--- src/hdl/ufrb_pkg.sv ---
`timescale 1ns / 1ps

package ufrb_pkg;

  localparam int TX_ENTRIES = 16;
  localparam int RX_ENTRIES = 16;
  localparam int TX_PTR_W = $clog2(TX_ENTRIES);
  localparam int RX_PTR_W = $clog2(RX_ENTRIES);
  localparam int TX_LVL_W = $clog2(TX_ENTRIES + 1);
  localparam int RX_LVL_W = $clog2(RX_ENTRIES + 1);

  localparam int CFG_W     = 16;
  localparam int CFG_IDX_W = 2;
  localparam int LIM_W     = 5;
  localparam int TICK_W    = 16;
  localparam int DATA_W    = 32;

  localparam logic [CFG_IDX_W-1:0] CFG_FRAME_TICKS = 2'd0;
  localparam logic [CFG_IDX_W-1:0] CFG_TX_LIMIT    = 2'd1;
  localparam logic [CFG_IDX_W-1:0] CFG_RX_LIMIT    = 2'd2;

  localparam logic [TICK_W-1:0] FRAME_TICKS_RST = 16'd16;

  localparam logic [1:0] REQ_READ  = 2'd0;
  localparam logic [1:0] REQ_WRITE = 2'd1;
  localparam logic [1:0] REQ_RX    = 2'd2;
  localparam logic [1:0] REQ_TICK  = 2'd3;

  localparam logic [7:0] ADDR_DATA   = 8'd0;
  localparam logic [7:0] ADDR_STATUS = 8'd4;
  localparam logic [7:0] ADDR_CTRL   = 8'd8;
  localparam logic [7:0] ADDR_LEVELS = 8'd12;
  localparam logic [7:0] ADDR_ERROR  = 8'd16;

  localparam int CTL_IRQ_RX  = 0;
  localparam int CTL_IRQ_TXE = 1;
  localparam int CTL_IRQ_ERR = 2;
  localparam int CTL_LOOP    = 3;

  typedef enum logic [1:0] {
    RESP_OK       = 2'd0,
    RESP_GENERIC  = 2'd1,
    RESP_CMD_ERR  = 2'd2,
    RESP_ADDR_ERR = 2'd3
  } resp_t;

  typedef enum logic [3:0] {
    OP_RD_DATA,
    OP_RD_STATUS,
    OP_RD_CTRL,
    OP_RD_LEVELS,
    OP_RD_ERROR,
    OP_WR_DATA,
    OP_WR_CTRL,
    OP_WR_ERROR,
    OP_CMD_ERR,
    OP_ADDR_ERR,
    OP_RX,
    OP_TICK
  } op_t;

  typedef struct packed {
    op_t        op;
    logic [7:0] data;
    logic       sink_ready;
  } cmd_t;

endpackage

--- src/hdl/ufrb_front.sv ---
`timescale 1ns / 1ps

module ufrb_front (
  input  logic                        in_valid,
  output logic                        in_stall,
  input  logic [1:0]                  in_req_type,
  input  logic [7:0]                  in_address,
  input  logic [ufrb_pkg::DATA_W-1:0] in_write_data,
  input  logic [7:0]                  in_rx_byte,
  input  logic                        in_sink_ready,
  input  logic                        q_full,
  output logic                        q_push,
  output ufrb_pkg::cmd_t              q_cmd
);
  import ufrb_pkg::*;

  op_t op;

  always_comb begin
    op = OP_TICK;
    case (in_req_type)
      REQ_READ: begin
        case (in_address)
          ADDR_DATA:   op = OP_RD_DATA;
          ADDR_STATUS: op = OP_RD_STATUS;
          ADDR_CTRL:   op = OP_RD_CTRL;
          ADDR_LEVELS: op = OP_RD_LEVELS;
          ADDR_ERROR:  op = OP_RD_ERROR;
          default:     op = OP_ADDR_ERR;
        endcase
      end
      REQ_WRITE: begin
        case (in_address)
          ADDR_DATA:   op = (|in_write_data[DATA_W-1:8]) ? OP_CMD_ERR : OP_WR_DATA;
          ADDR_CTRL:   op = (|in_write_data[DATA_W-1:4]) ? OP_CMD_ERR : OP_WR_CTRL;
          ADDR_ERROR:  op = (|in_write_data[DATA_W-1:1]) ? OP_CMD_ERR : OP_WR_ERROR;
          ADDR_STATUS: op = OP_CMD_ERR;
          ADDR_LEVELS: op = OP_CMD_ERR;
          default:     op = OP_ADDR_ERR;
        endcase
      end
      REQ_RX:   op = OP_RX;
      REQ_TICK: op = OP_TICK;
      default:  op = OP_TICK;
    endcase
  end

  assign q_cmd.op         = op;
  assign q_cmd.data       = (in_req_type == REQ_RX) ? in_rx_byte : in_write_data[7:0];
  assign q_cmd.sink_ready = in_sink_ready;

  assign in_stall = q_full;
  assign q_push   = in_valid && !q_full;

endmodule

--- src/hdl/ufrb_queue.sv ---
`timescale 1ns / 1ps

module ufrb_queue (
  input  logic           clk,
  input  logic           rst_n,
  input  logic           push,
  input  ufrb_pkg::cmd_t push_cmd,
  output logic           full,
  input  logic           pop,
  output logic           head_valid,
  output ufrb_pkg::cmd_t head_cmd
);
  import ufrb_pkg::*;

  cmd_t       slot_r [2];
  logic       wr_ptr_r, wr_ptr_nxt;
  logic       rd_ptr_r, rd_ptr_nxt;
  logic [1:0] count_r, count_nxt;

  assign full       = (count_r == 2'd2);
  assign head_valid = (count_r != 2'd0);
  assign head_cmd   = slot_r[rd_ptr_r];

  always_comb begin
    wr_ptr_nxt = push ? !wr_ptr_r : wr_ptr_r;
    rd_ptr_nxt = pop ? !rd_ptr_r : rd_ptr_r;
    count_nxt  = count_r + {1'b0, push} - {1'b0, pop};
  end

  always_ff @(posedge clk) begin
    if (!rst_n) begin
      wr_ptr_r <= 1'b0;
      rd_ptr_r <= 1'b0;
      count_r  <= 2'd0;
    end else begin
      wr_ptr_r <= wr_ptr_nxt;
      rd_ptr_r <= rd_ptr_nxt;
      count_r  <= count_nxt;
    end
  end

  always_ff @(posedge clk) begin
    if (push) begin
      slot_r[wr_ptr_r] <= push_cmd;
    end
  end

  a_no_push_full: assert property (@(posedge clk) disable iff (!rst_n)
    !(push && full)) else $error("push into full command queue");
  a_no_pop_empty: assert property (@(posedge clk) disable iff (!rst_n)
    !(pop && !head_valid)) else $error("pop from empty command queue");
  a_count_range: assert property (@(posedge clk) disable iff (!rst_n)
    count_r <= 2'd2) else $error("command queue count out of range");

endmodule

--- src/hdl/ufrb_back.sv ---
`timescale 1ns / 1ps

module ufrb_back (
  input  logic                           clk,
  input  logic                           rst_n,
  input  logic                           cfg_we,
  input  logic [ufrb_pkg::CFG_IDX_W-1:0] cfg_index,
  input  logic [ufrb_pkg::CFG_W-1:0]     cfg_wdata,
  input  logic                           q_valid,
  input  ufrb_pkg::cmd_t                 q_cmd,
  output logic                           q_pop,
  output logic                           out_valid,
  input  logic                           out_stall,
  output logic [1:0]                     out_response,
  output logic [ufrb_pkg::DATA_W-1:0]    out_read_data,
  output logic                           out_rx_taken,
  output logic                           out_tx_valid,
  output logic [7:0]                     out_tx_byte,
  output logic                           out_irq
);
  import ufrb_pkg::*;

  logic [TICK_W-1:0]   frame_ticks_r;
  logic [TX_LVL_W-1:0] tx_lim_r;
  logic [RX_LVL_W-1:0] rx_lim_r;
  logic [LIM_W-1:0]    lim_raw;
  logic [TX_LVL_W-1:0] tx_lim_cfg;
  logic [RX_LVL_W-1:0] rx_lim_cfg;

  logic [8:0]          tx_store_r [TX_ENTRIES];
  logic [7:0]          rx_store_r [RX_ENTRIES];
  logic [TX_PTR_W-1:0] tx_head_r, tx_head_nxt;
  logic [TX_LVL_W-1:0] tx_level_r, tx_level_nxt;
  logic [RX_PTR_W-1:0] rx_head_r, rx_head_nxt;
  logic [RX_LVL_W-1:0] rx_level_r, rx_level_nxt;
  logic [3:0]          ctrl_r, ctrl_nxt;
  logic                ovr_r, ovr_nxt;
  logic [TICK_W-1:0]   timer_r, timer_nxt;

  logic                out_valid_r;
  resp_t               resp_r, resp_nxt;
  logic [DATA_W-1:0]   rdata_r, rdata_nxt;
  logic                taken_r, taken_nxt;
  logic                tvalid_r, tvalid_nxt;
  logic [7:0]          tbyte_r, tbyte_nxt;
  logic                irq_r, irq_nxt;

  logic                tx_full, rx_full;
  logic [TX_PTR_W-1:0] tx_tail;
  logic [RX_PTR_W-1:0] rx_tail;
  logic [8:0]          tx_front;
  logic                tx_push, tx_pop, rx_push, rx_pop;
  logic [8:0]          tx_push_val;
  logic [7:0]          rx_push_val;
  logic [TICK_W-1:0]   timer_inc;

  assign lim_raw = cfg_wdata[LIM_W-1:0];

  always_comb begin
    if (lim_raw == '0) begin
      tx_lim_cfg = TX_LVL_W'(1);
      rx_lim_cfg = RX_LVL_W'(1);
    end else begin
      tx_lim_cfg = (int'(lim_raw) > TX_ENTRIES) ? TX_LVL_W'(TX_ENTRIES) : TX_LVL_W'(lim_raw);
      rx_lim_cfg = (int'(lim_raw) > RX_ENTRIES) ? RX_LVL_W'(RX_ENTRIES) : RX_LVL_W'(lim_raw);
    end
  end

  always_ff @(posedge clk) begin
    if (!rst_n) begin
      frame_ticks_r <= FRAME_TICKS_RST;
      tx_lim_r      <= TX_LVL_W'(TX_ENTRIES);
      rx_lim_r      <= RX_LVL_W'(RX_ENTRIES);
    end else if (cfg_we) begin
      case (cfg_index)
        CFG_FRAME_TICKS: frame_ticks_r <= cfg_wdata[TICK_W-1:0];
        CFG_TX_LIMIT:    tx_lim_r      <= tx_lim_cfg;
        CFG_RX_LIMIT:    rx_lim_r      <= rx_lim_cfg;
        default:         ;
      endcase
    end
  end

  assign q_pop     = q_valid && (!out_valid_r || !out_stall);
  assign tx_full   = (tx_level_r >= tx_lim_r);
  assign rx_full   = (rx_level_r >= rx_lim_r);
  assign tx_tail   = tx_head_r + tx_level_r[TX_PTR_W-1:0];
  assign rx_tail   = rx_head_r + rx_level_r[RX_PTR_W-1:0];
  assign tx_front  = tx_store_r[tx_head_r];
  assign timer_inc = (timer_r < frame_ticks_r) ? timer_r + TICK_W'(1) : timer_r;

  always_comb begin
    ctrl_nxt    = ctrl_r;
    ovr_nxt     = ovr_r;
    timer_nxt   = timer_r;
    tx_push     = 1'b0;
    tx_pop      = 1'b0;
    rx_push     = 1'b0;
    rx_pop      = 1'b0;
    tx_push_val = {ctrl_r[CTL_LOOP], q_cmd.data};
    rx_push_val = q_cmd.data;
    resp_nxt    = RESP_OK;
    rdata_nxt   = '0;
    taken_nxt   = 1'b0;
    tvalid_nxt  = 1'b0;
    tbyte_nxt   = '0;
    case (q_cmd.op)
      OP_RD_DATA: begin
        if (rx_level_r == '0) begin
          resp_nxt = RESP_GENERIC;
        end else begin
          rdata_nxt = DATA_W'(rx_store_r[rx_head_r]);
          rx_pop    = 1'b1;
        end
      end
      OP_RD_STATUS: rdata_nxt = DATA_W'({ovr_r, tx_level_r == '0, tx_full, rx_level_r != '0});
      OP_RD_CTRL:   rdata_nxt = DATA_W'(ctrl_r);
      OP_RD_LEVELS: rdata_nxt = {16'(tx_level_r), 16'(rx_level_r)};
      OP_RD_ERROR:  rdata_nxt = DATA_W'(ovr_r);
      OP_WR_DATA: begin
        if (tx_full) resp_nxt = RESP_GENERIC;
        else tx_push = 1'b1;
      end
      OP_WR_CTRL:  ctrl_nxt = q_cmd.data[3:0];
      OP_WR_ERROR: begin
        if (q_cmd.data[0]) ovr_nxt = 1'b0;
      end
      OP_CMD_ERR:  resp_nxt = RESP_CMD_ERR;
      OP_ADDR_ERR: resp_nxt = RESP_ADDR_ERR;
      OP_RX: begin
        if (rx_full) begin
          ovr_nxt = 1'b1;
        end else begin
          rx_push   = 1'b1;
          taken_nxt = 1'b1;
        end
      end
      OP_TICK: begin
        if (tx_level_r == '0) begin
          timer_nxt = '0;
        end else begin
          timer_nxt = timer_inc;
          if (timer_inc >= frame_ticks_r) begin
            if (tx_front[8]) begin
              if (rx_full) ovr_nxt = 1'b1;
              else rx_push = 1'b1;
              rx_push_val = tx_front[7:0];
              tx_pop      = 1'b1;
            end else if (q_cmd.sink_ready) begin
              tvalid_nxt = 1'b1;
              tbyte_nxt  = tx_front[7:0];
              tx_pop     = 1'b1;
            end
            if (tx_pop) timer_nxt = '0;
          end
        end
      end
      default: ;
    endcase

    tx_head_nxt  = tx_pop ? tx_head_r + TX_PTR_W'(1) : tx_head_r;
    tx_level_nxt = tx_level_r + TX_LVL_W'(tx_push) - TX_LVL_W'(tx_pop);
    rx_head_nxt  = rx_pop ? rx_head_r + RX_PTR_W'(1) : rx_head_r;
    rx_level_nxt = rx_level_r + RX_LVL_W'(rx_push) - RX_LVL_W'(rx_pop);

    irq_nxt = (ctrl_nxt[CTL_IRQ_RX] && rx_level_nxt != '0) ||
              (ctrl_nxt[CTL_IRQ_TXE] && tx_level_nxt == '0) ||
              (ctrl_nxt[CTL_IRQ_ERR] && ovr_nxt);
  end

  always_ff @(posedge clk) begin
    if (!rst_n) begin
      tx_head_r   <= '0;
      tx_level_r  <= '0;
      rx_head_r   <= '0;
      rx_level_r  <= '0;
      ctrl_r      <= '0;
      ovr_r       <= 1'b0;
      timer_r     <= '0;
      out_valid_r <= 1'b0;
    end else begin
      if (q_pop) begin
        tx_head_r  <= tx_head_nxt;
        tx_level_r <= tx_level_nxt;
        rx_head_r  <= rx_head_nxt;
        rx_level_r <= rx_level_nxt;
        ctrl_r     <= ctrl_nxt;
        ovr_r      <= ovr_nxt;
        timer_r    <= timer_nxt;
      end
      if (q_pop) out_valid_r <= 1'b1;
      else if (!out_stall) out_valid_r <= 1'b0;
    end
  end

  always_ff @(posedge clk) begin
    if (q_pop) begin
      resp_r   <= resp_nxt;
      rdata_r  <= rdata_nxt;
      taken_r  <= taken_nxt;
      tvalid_r <= tvalid_nxt;
      tbyte_r  <= tbyte_nxt;
      irq_r    <= irq_nxt;
      if (tx_push) tx_store_r[tx_tail] <= tx_push_val;
      if (rx_push) rx_store_r[rx_tail] <= rx_push_val;
    end
  end

  assign out_valid     = out_valid_r;
  assign out_response  = resp_r;
  assign out_read_data = rdata_r;
  assign out_rx_taken  = taken_r;
  assign out_tx_valid  = tvalid_r;
  assign out_tx_byte   = tbyte_r;
  assign out_irq       = irq_r;

  a_tx_level: assert property (@(posedge clk) disable iff (!rst_n)
    int'(tx_level_r) <= TX_ENTRIES) else $error("tx level above depth");
  a_rx_level: assert property (@(posedge clk) disable iff (!rst_n)
    int'(rx_level_r) <= RX_ENTRIES) else $error("rx level above depth");
  a_tx_ok: assert property (@(posedge clk) disable iff (!rst_n)
    (out_valid_r && tvalid_r) |-> (resp_r == RESP_OK && !taken_r && rdata_r == '0))
    else $error("serial send with bus result");
  a_timer_restart: assert property (@(posedge clk) disable iff (!rst_n)
    (q_pop && tx_pop) |=> (timer_r == '0)) else $error("frame timer not restarted");

endmodule

--- src/hdl/uart_fifo_register_block.sv ---
`timescale 1ns / 1ps

// channel  | handshake          | payload
// ---------+--------------------+------------------------------------------------
// in       | in_valid/in_stall  | req_type, address, write_data, rx_byte, sink_ready
// out      | out_valid/out_stall| response, read_data, rx_taken, tx_valid, tx_byte, irq
// cfg      | cfg_we             | cfg_index, cfg_wdata
//
// one transaction per cycle sustained while out_stall is low; result is registered
// (front decode into a two-entry command queue, then the back end output register)
// the back end state update and its output register are written in the same cycle
// synchronous active-low reset clears pointers, levels, control, timer, queue
// fifo entries are not cleared; out_stall holds the result and fills the queue

module uart_fifo_register_block (
  input  logic                           clk,
  input  logic                           rst_n,
  input  logic                           in_valid,
  output logic                           in_stall,
  input  logic [1:0]                     in_req_type,
  input  logic [7:0]                     in_address,
  input  logic [ufrb_pkg::DATA_W-1:0]    in_write_data,
  input  logic [7:0]                     in_rx_byte,
  input  logic                           in_sink_ready,
  output logic                           out_valid,
  input  logic                           out_stall,
  output logic [1:0]                     out_response,
  output logic [ufrb_pkg::DATA_W-1:0]    out_read_data,
  output logic                           out_rx_taken,
  output logic                           out_tx_valid,
  output logic [7:0]                     out_tx_byte,
  output logic                           out_irq,
  input  logic                           cfg_we,
  input  logic [ufrb_pkg::CFG_IDX_W-1:0] cfg_index,
  input  logic [ufrb_pkg::CFG_W-1:0]     cfg_wdata
);
  import ufrb_pkg::*;

  logic q_full, q_push, q_pop, q_valid;
  cmd_t push_cmd, head_cmd;

  ufrb_front u_front (
    .in_valid      (in_valid),
    .in_stall      (in_stall),
    .in_req_type   (in_req_type),
    .in_address    (in_address),
    .in_write_data (in_write_data),
    .in_rx_byte    (in_rx_byte),
    .in_sink_ready (in_sink_ready),
    .q_full        (q_full),
    .q_push        (q_push),
    .q_cmd         (push_cmd)
  );

  ufrb_queue u_queue (
    .clk        (clk),
    .rst_n      (rst_n),
    .push       (q_push),
    .push_cmd   (push_cmd),
    .full       (q_full),
    .pop        (q_pop),
    .head_valid (q_valid),
    .head_cmd   (head_cmd)
  );

  ufrb_back u_back (
    .clk           (clk),
    .rst_n         (rst_n),
    .cfg_we        (cfg_we),
    .cfg_index     (cfg_index),
    .cfg_wdata     (cfg_wdata),
    .q_valid       (q_valid),
    .q_cmd         (head_cmd),
    .q_pop         (q_pop),
    .out_valid     (out_valid),
    .out_stall     (out_stall),
    .out_response  (out_response),
    .out_read_data (out_read_data),
    .out_rx_taken  (out_rx_taken),
    .out_tx_valid  (out_tx_valid),
    .out_tx_byte   (out_tx_byte),
    .out_irq       (out_irq)
  );

endmodule

--- config.mk ---
export PLATFORM = sky130hd
export DESIGN_NAME = uart_fifo_register_block
export DESIGN_NICKNAME = d
export VERILOG_FILES = /design/src/hdl/ufrb_pkg.sv /design/src/hdl/ufrb_front.sv /design/src/hdl/ufrb_queue.sv /design/src/hdl/ufrb_back.sv /design/src/hdl/uart_fifo_register_block.sv
export SDC_FILE = /design/constraint.sdc
export NUM_CORES = 1
export LEC_CHECK = 0
export BUFFER_PORTS_ARGS = -buffer_cell sky130_fd_sc_hd__buf_2
export CAP_MARGIN = 20
export CORE_MARGIN = 8
export CORE_UTILIZATION = 30
export CTS_BUF_LIST = sky130_fd_sc_hd__clkbuf_8
export CTS_CLUSTER_DIAMETER = 120
export CTS_CLUSTER_SIZE = 20
export DETAILED_ROUTE_END_ITERATION = 8
export GPL_ROUTABILITY_DRIVEN = 0
export PLACE_DENSITY = 0.45
export SETUP_SLACK_MARGIN = 0.1
export SYNTH_ARGS = -nofsm -noshare
export SYNTH_HDL_FRONTEND = slang
export SYNTH_HIERARCHICAL = 1
export SYNTH_SLANG_ARGS = --single-unit
export TNS_END_PERCENT = 5
--- constraint.sdc ---
create_clock -name clk -period 13.55 [get_ports clk]
set_clock_uncertainty 0.05 [all_clocks]
set_input_delay 2.71 -clock clk [delete_from_list [all_inputs] [get_ports clk]]
set_output_delay 2.71 -clock clk [all_outputs]
set_load 0.05 [all_outputs]
==> results.txt <==
* Nets: 1448
- IR analysis of the VDD net gives a maximum drop of between 0.1 and 0.15 mV.
- In the final layout, the share of cells above drive strength 1 is between 20 and 25%.
* Final count of negative-setup-slack endpoints: 0
- Area growth, synth to finish: 9.39%
- Number of detailed-routing iterations run before antenna repair: 5
- For this block, the via count after detailed routing is about 10000.
* GR Overflow Total: 0
* HP Class: flop to flop
- Actual transition at the worst max-transition pin: around 1.1 ns
* Number of routed nets with antenna violations: 0
* WP data required: 13.91 ns
- The core region is 0.0601 mm^2.
- The cell area that synthesis handed to floorplanning was around 0.018 mm^2.
* Main area contributors after synthesis: sky130_fd_sc_hd__edfxtp_1 53%, sky130_fd_sc_hd__mux4_2 10%, sky130_fd_sc_hd__dfxtp_1 8.7%, sky130_fd_sc_hd__ha_1 4.4%, sky130_fd_sc_hd__nand2_1 1.9%
- DIE HEIGHT: approximately 260 um
* CTS clock-pin slew for the worst setup and hold paths: ~0.15 ns
- Post-Synthesis Cells: ~1200
* Compound-Gate Fraction of Synth Area: 5.52%
- Hold buffers post-CTS: 0
* Combined area of the multi-input logic cells: ~0.0064 mm^2
- Gates resized, CTS repair: 0
- Number of filler instances in the final layout: slightly below 6000
* Initial antenna violation count: 0
* Mean post-synth cell area: ~15 um^2
* Cell at the slowest stage of the critical path: sky130_fd_sc_hd__o32ai_2
- Post-Synth Adder-Cell Area: under 10%
- DRC errors left: 0
- After layout, the design draws a total of 2680 uW.
* Insertion delay to the later sink of the worst-skew pair: approximately 0.64 ns
- For this run, the register share of the synthesized area comes to 62.1%.
* Detailed Route WL: approximately 43 mm
- In the final routed layout, each cell accounts on average for around 20 um.
* RSZ-0062 raised after global routing: no
- For this design the top-level I/O count stands at 121.
* Cell types with the highest counts after synthesis: 324 x sky130_fd_sc_hd__edfxtp_1, 92 x sky130_fd_sc_hd__nand2_1, 84 x sky130_fd_sc_hd__mux4_2
- STA classifies the critical path endpoint as a flop.
- In the finished design, the share of the clock period the worst path needs comes to a little under half.
- Total negative setup slack: 0 ns
* Shortest clock period the worst path allows after layout: 6.24 ns
- Of the total synthesized cell area, the portion taken by XOR and XNOR cells is roughly 2%.
* Category of the most critical setup path: flop to flop
- Final Max Slew Viols: 0
- Violation count after the first detailed-route iteration: approximately 600
- Vias per std cell: 4.77
* Count of H-tree levels built during CTS: 1
- Share of the synthesized area in the top cell type: a little over half
- Global-route wire length before repair: about 65 mm
* Row Count: 90
- Status: complete, no violations
- Number of diodes: 0
* Tightest hold margin: 0.425 ns
- Maximum number of pins on one net before global-route repair: a little over 60
- Post-synthesis cell type with the largest combined area: sky130_fd_sc_hd__edfxtp_1
- Post-route worst setup slack: between 7 and 8 ns
* Crit path launch type: flop
* Multiplexer area fraction after synthesis: between 10% and 20%
* Area share of and/or/nand/nor cells after synthesis: 8.87%
- The tool flagged a number of max-cap violations equal to 0.
* Clock buffer count from CTS: 24
* Share of synthesized registers carrying an async set or reset: 0%
- Dividing total power by cell area gives a power density of roughly 130 mW/mm^2.
- Clk Tree Root Cell: sky130_fd_sc_hd__clkbuf_8
* Clock tree from TritonCTS: done
- Most used flip-flop cell after synthesis: sky130_fd_sc_hd__edfxtp_1
* Die extent in x: 262 um
- Effective utilization at floorplan: between 30% and 40%
* Synthesis-stage register bit count: 403
- Synthesis warning total: 6
* Total global routing track utilization: approximately 12%
- In the final layout, flip-flops and latches occupy about 0.011 mm^2.
- Largest stage delay, worst path: between 0.6 and 0.7 ns
* Relative slew slack: around a quarter
- The signal on the critical path passes through inv_1, ha_1, a2111o_1, a311oi_2, o211a_1, mux2_2, ha_1, nand2_1, o21ai_0, a211oi_1, o32ai_2, a21bo_2, nand2_1, ha_1, inv_1, ha_1, fa_1, a21oi_1, o21bai_1, xnor2_1, xor2_1, a31oi_1, a31oi_1, o21ai_0.
- Clock Sinks: about 400
- Post-CTS repair timing setup buffer count: 0
- Floorplan die area: 0.0688 mm^2
- At the worst endpoint, the arrival time is 6.60 ns.
* Highest clock frequency the design can meet: about 160 MHz
- Count of flip-flops with a built-in enable after synthesis: between 300 and 400
- The number of global-route vias before repair is ~10000.
- Of all nets on the critical path, the largest fanout is 13.
- Buffers from clock root to sink, at most: 3
- The number of failing hold endpoints at the final stage was 0.
- Detailed placement ended at an HPWL of 30.5 mm.
- Buffers placed on the I/O ports in this run total about 100.
- After synthesis, the largest family of logic cells by area is multiplexers.
* Leakage power summed over all cells: roughly 0.0067 uW
- In the post-synthesis netlist, the cell with the most instances is sky130_fd_sc_hd__edfxtp_1.
- By instance count, the cell type seen most on the critical path is sky130_fd_sc_hd__ha_1.
- OpenSTA, run right after detailed placement, puts the worst setup slack at about 7.3 ns.
- After synthesis, the netlist uses between 70 and 80 different library cells.
## stage by stage
step / cells / utilization (%) / area [um^2]
2_1_floorplan: 1233 / - / 18300
3_3_place_gp: 2060 / 32.4 / 19500
3_5_place_dp: 2061 / 32.4 / 19500
4_1_cts: 2105 / 33.1 / 19900
5_1_grt: 2106 / 33.1 / 19900
6_report: 2106 / 33.1 / 19900
## layer usage
layer / vias up / global-route usage (%) / share of wire [%]
met5: - / 0 / 0
met4: 0 / 2.30 / 1.4
met3: 37 / 1.67 / 3.2
met2: 148 / 21.1 / 50
met1: 5112 / 15.8 / 45
li1: 4753 / - / -
## worst max-delay path, delay by kind of cell, from the launching register on
kind                       cells  cell delay (ns)
and+or+nand+nor                2             0.11
buffers and inverters          2             0.10
adders and majority gates      5             1.44
DFF                            1             0.35
xor gates and xnor gates       2             0.42
muxes                          1             0.39
AOI/OAI and AO/OA             12             3.16
## layout by cell type, fill, tap and decap left out, types with 16 or more instances in the layout
cell and count:
sky130_fd_sc_hd__and2_1 25, sky130_fd_sc_hd__mux2i_1 18, sky130_fd_sc_hd__nor2b_1 27, sky130_fd_sc_hd__mux2_2 19, sky130_fd_sc_hd__conb_1 19, sky130_fd_sc_hd__a21boi_0 28, sky130_fd_sc_hd__o21ai_0 26, sky130_fd_sc_hd__dfxtp_1 77
sky130_fd_sc_hd__clkbuf_8 24, sky130_fd_sc_hd__edfxtp_1 324, sky130_fd_sc_hd__a21oi_1 32, sky130_fd_sc_hd__xnor2_1 22, sky130_fd_sc_hd__ha_1 64, sky130_fd_sc_hd__mux4_2 84, sky130_fd_sc_hd__inv_1 66, sky130_fd_sc_hd__nand2_1 92
sky130_fd_sc_hd__xor2_1 16, sky130_fd_sc_hd__buf_2 101, sky130_fd_sc_hd__nor2_1 65
## area by class of cell
class	count	share of cell area [%]
Sequential cell	403	56.8
Multi-Input combinational cell	718	32.3
Tap cell	782	4.91
Timing Repair Buffer	110	2.92
Clock buffer	24	1.66
Inverter	49	0.924
Clock inverter	20	0.521
## state kept, by name, summed over array words and instances, names as in the netlist, 2 cells and up, named ones only
name,flops
u_back/tx_store_r,144
u_back/out_tx_byte,8
u_back/rx_level_r,5
u_back/ctrl_r,4
u_back/tx_lim_r,5
u_back/tx_level_r,5
u_back/tx_head_r,4
u_back/frame_ticks_r,16
u_back/rx_head_r,4
u_back/rx_lim_r,5
u_back/rx_store_r,128
u_queue/count_r,2
u_back/timer_r,16
u_queue/slot_r,26
u_back/out_read_data,13
u_back/out_response,2
## power breakdown
group	switching, uW	internal, uW	total, uW
registers	54.4	1470	1530
logic	425	170	595
clock network	386	173	560
## path summary, 6_finish.rpt
kind / cells after the start / start / slack [ns] / endpoint
hold / removal: 2 / u_back/frame_ticks_r[14] / 0.42 / u_back/frame_ticks_r[14]
setup / recovery: 24 / u_back/frame_ticks_r[1] / 7.31 / u_back/out_irq
setup reg to reg: 24 / u_back/frame_ticks_r[1] / 7.31 / u_back/out_irq
hold reg to reg: 2 / u_back/frame_ticks_r[14] / 0.42 / u_back/frame_ticks_r[14]
## kinds of logic (layout without fill, tap and decap cells)
group           Yosys count  after routing
other cells               1             19
simple gates            310            310
fa+ha+maj                68             68
compound gates          146            146
mux                     136            136
xor+xnor                 39             39
flops                   403            403
buf+inv                 112            203
Note: power is estimated with default switching activity, not from simulation.
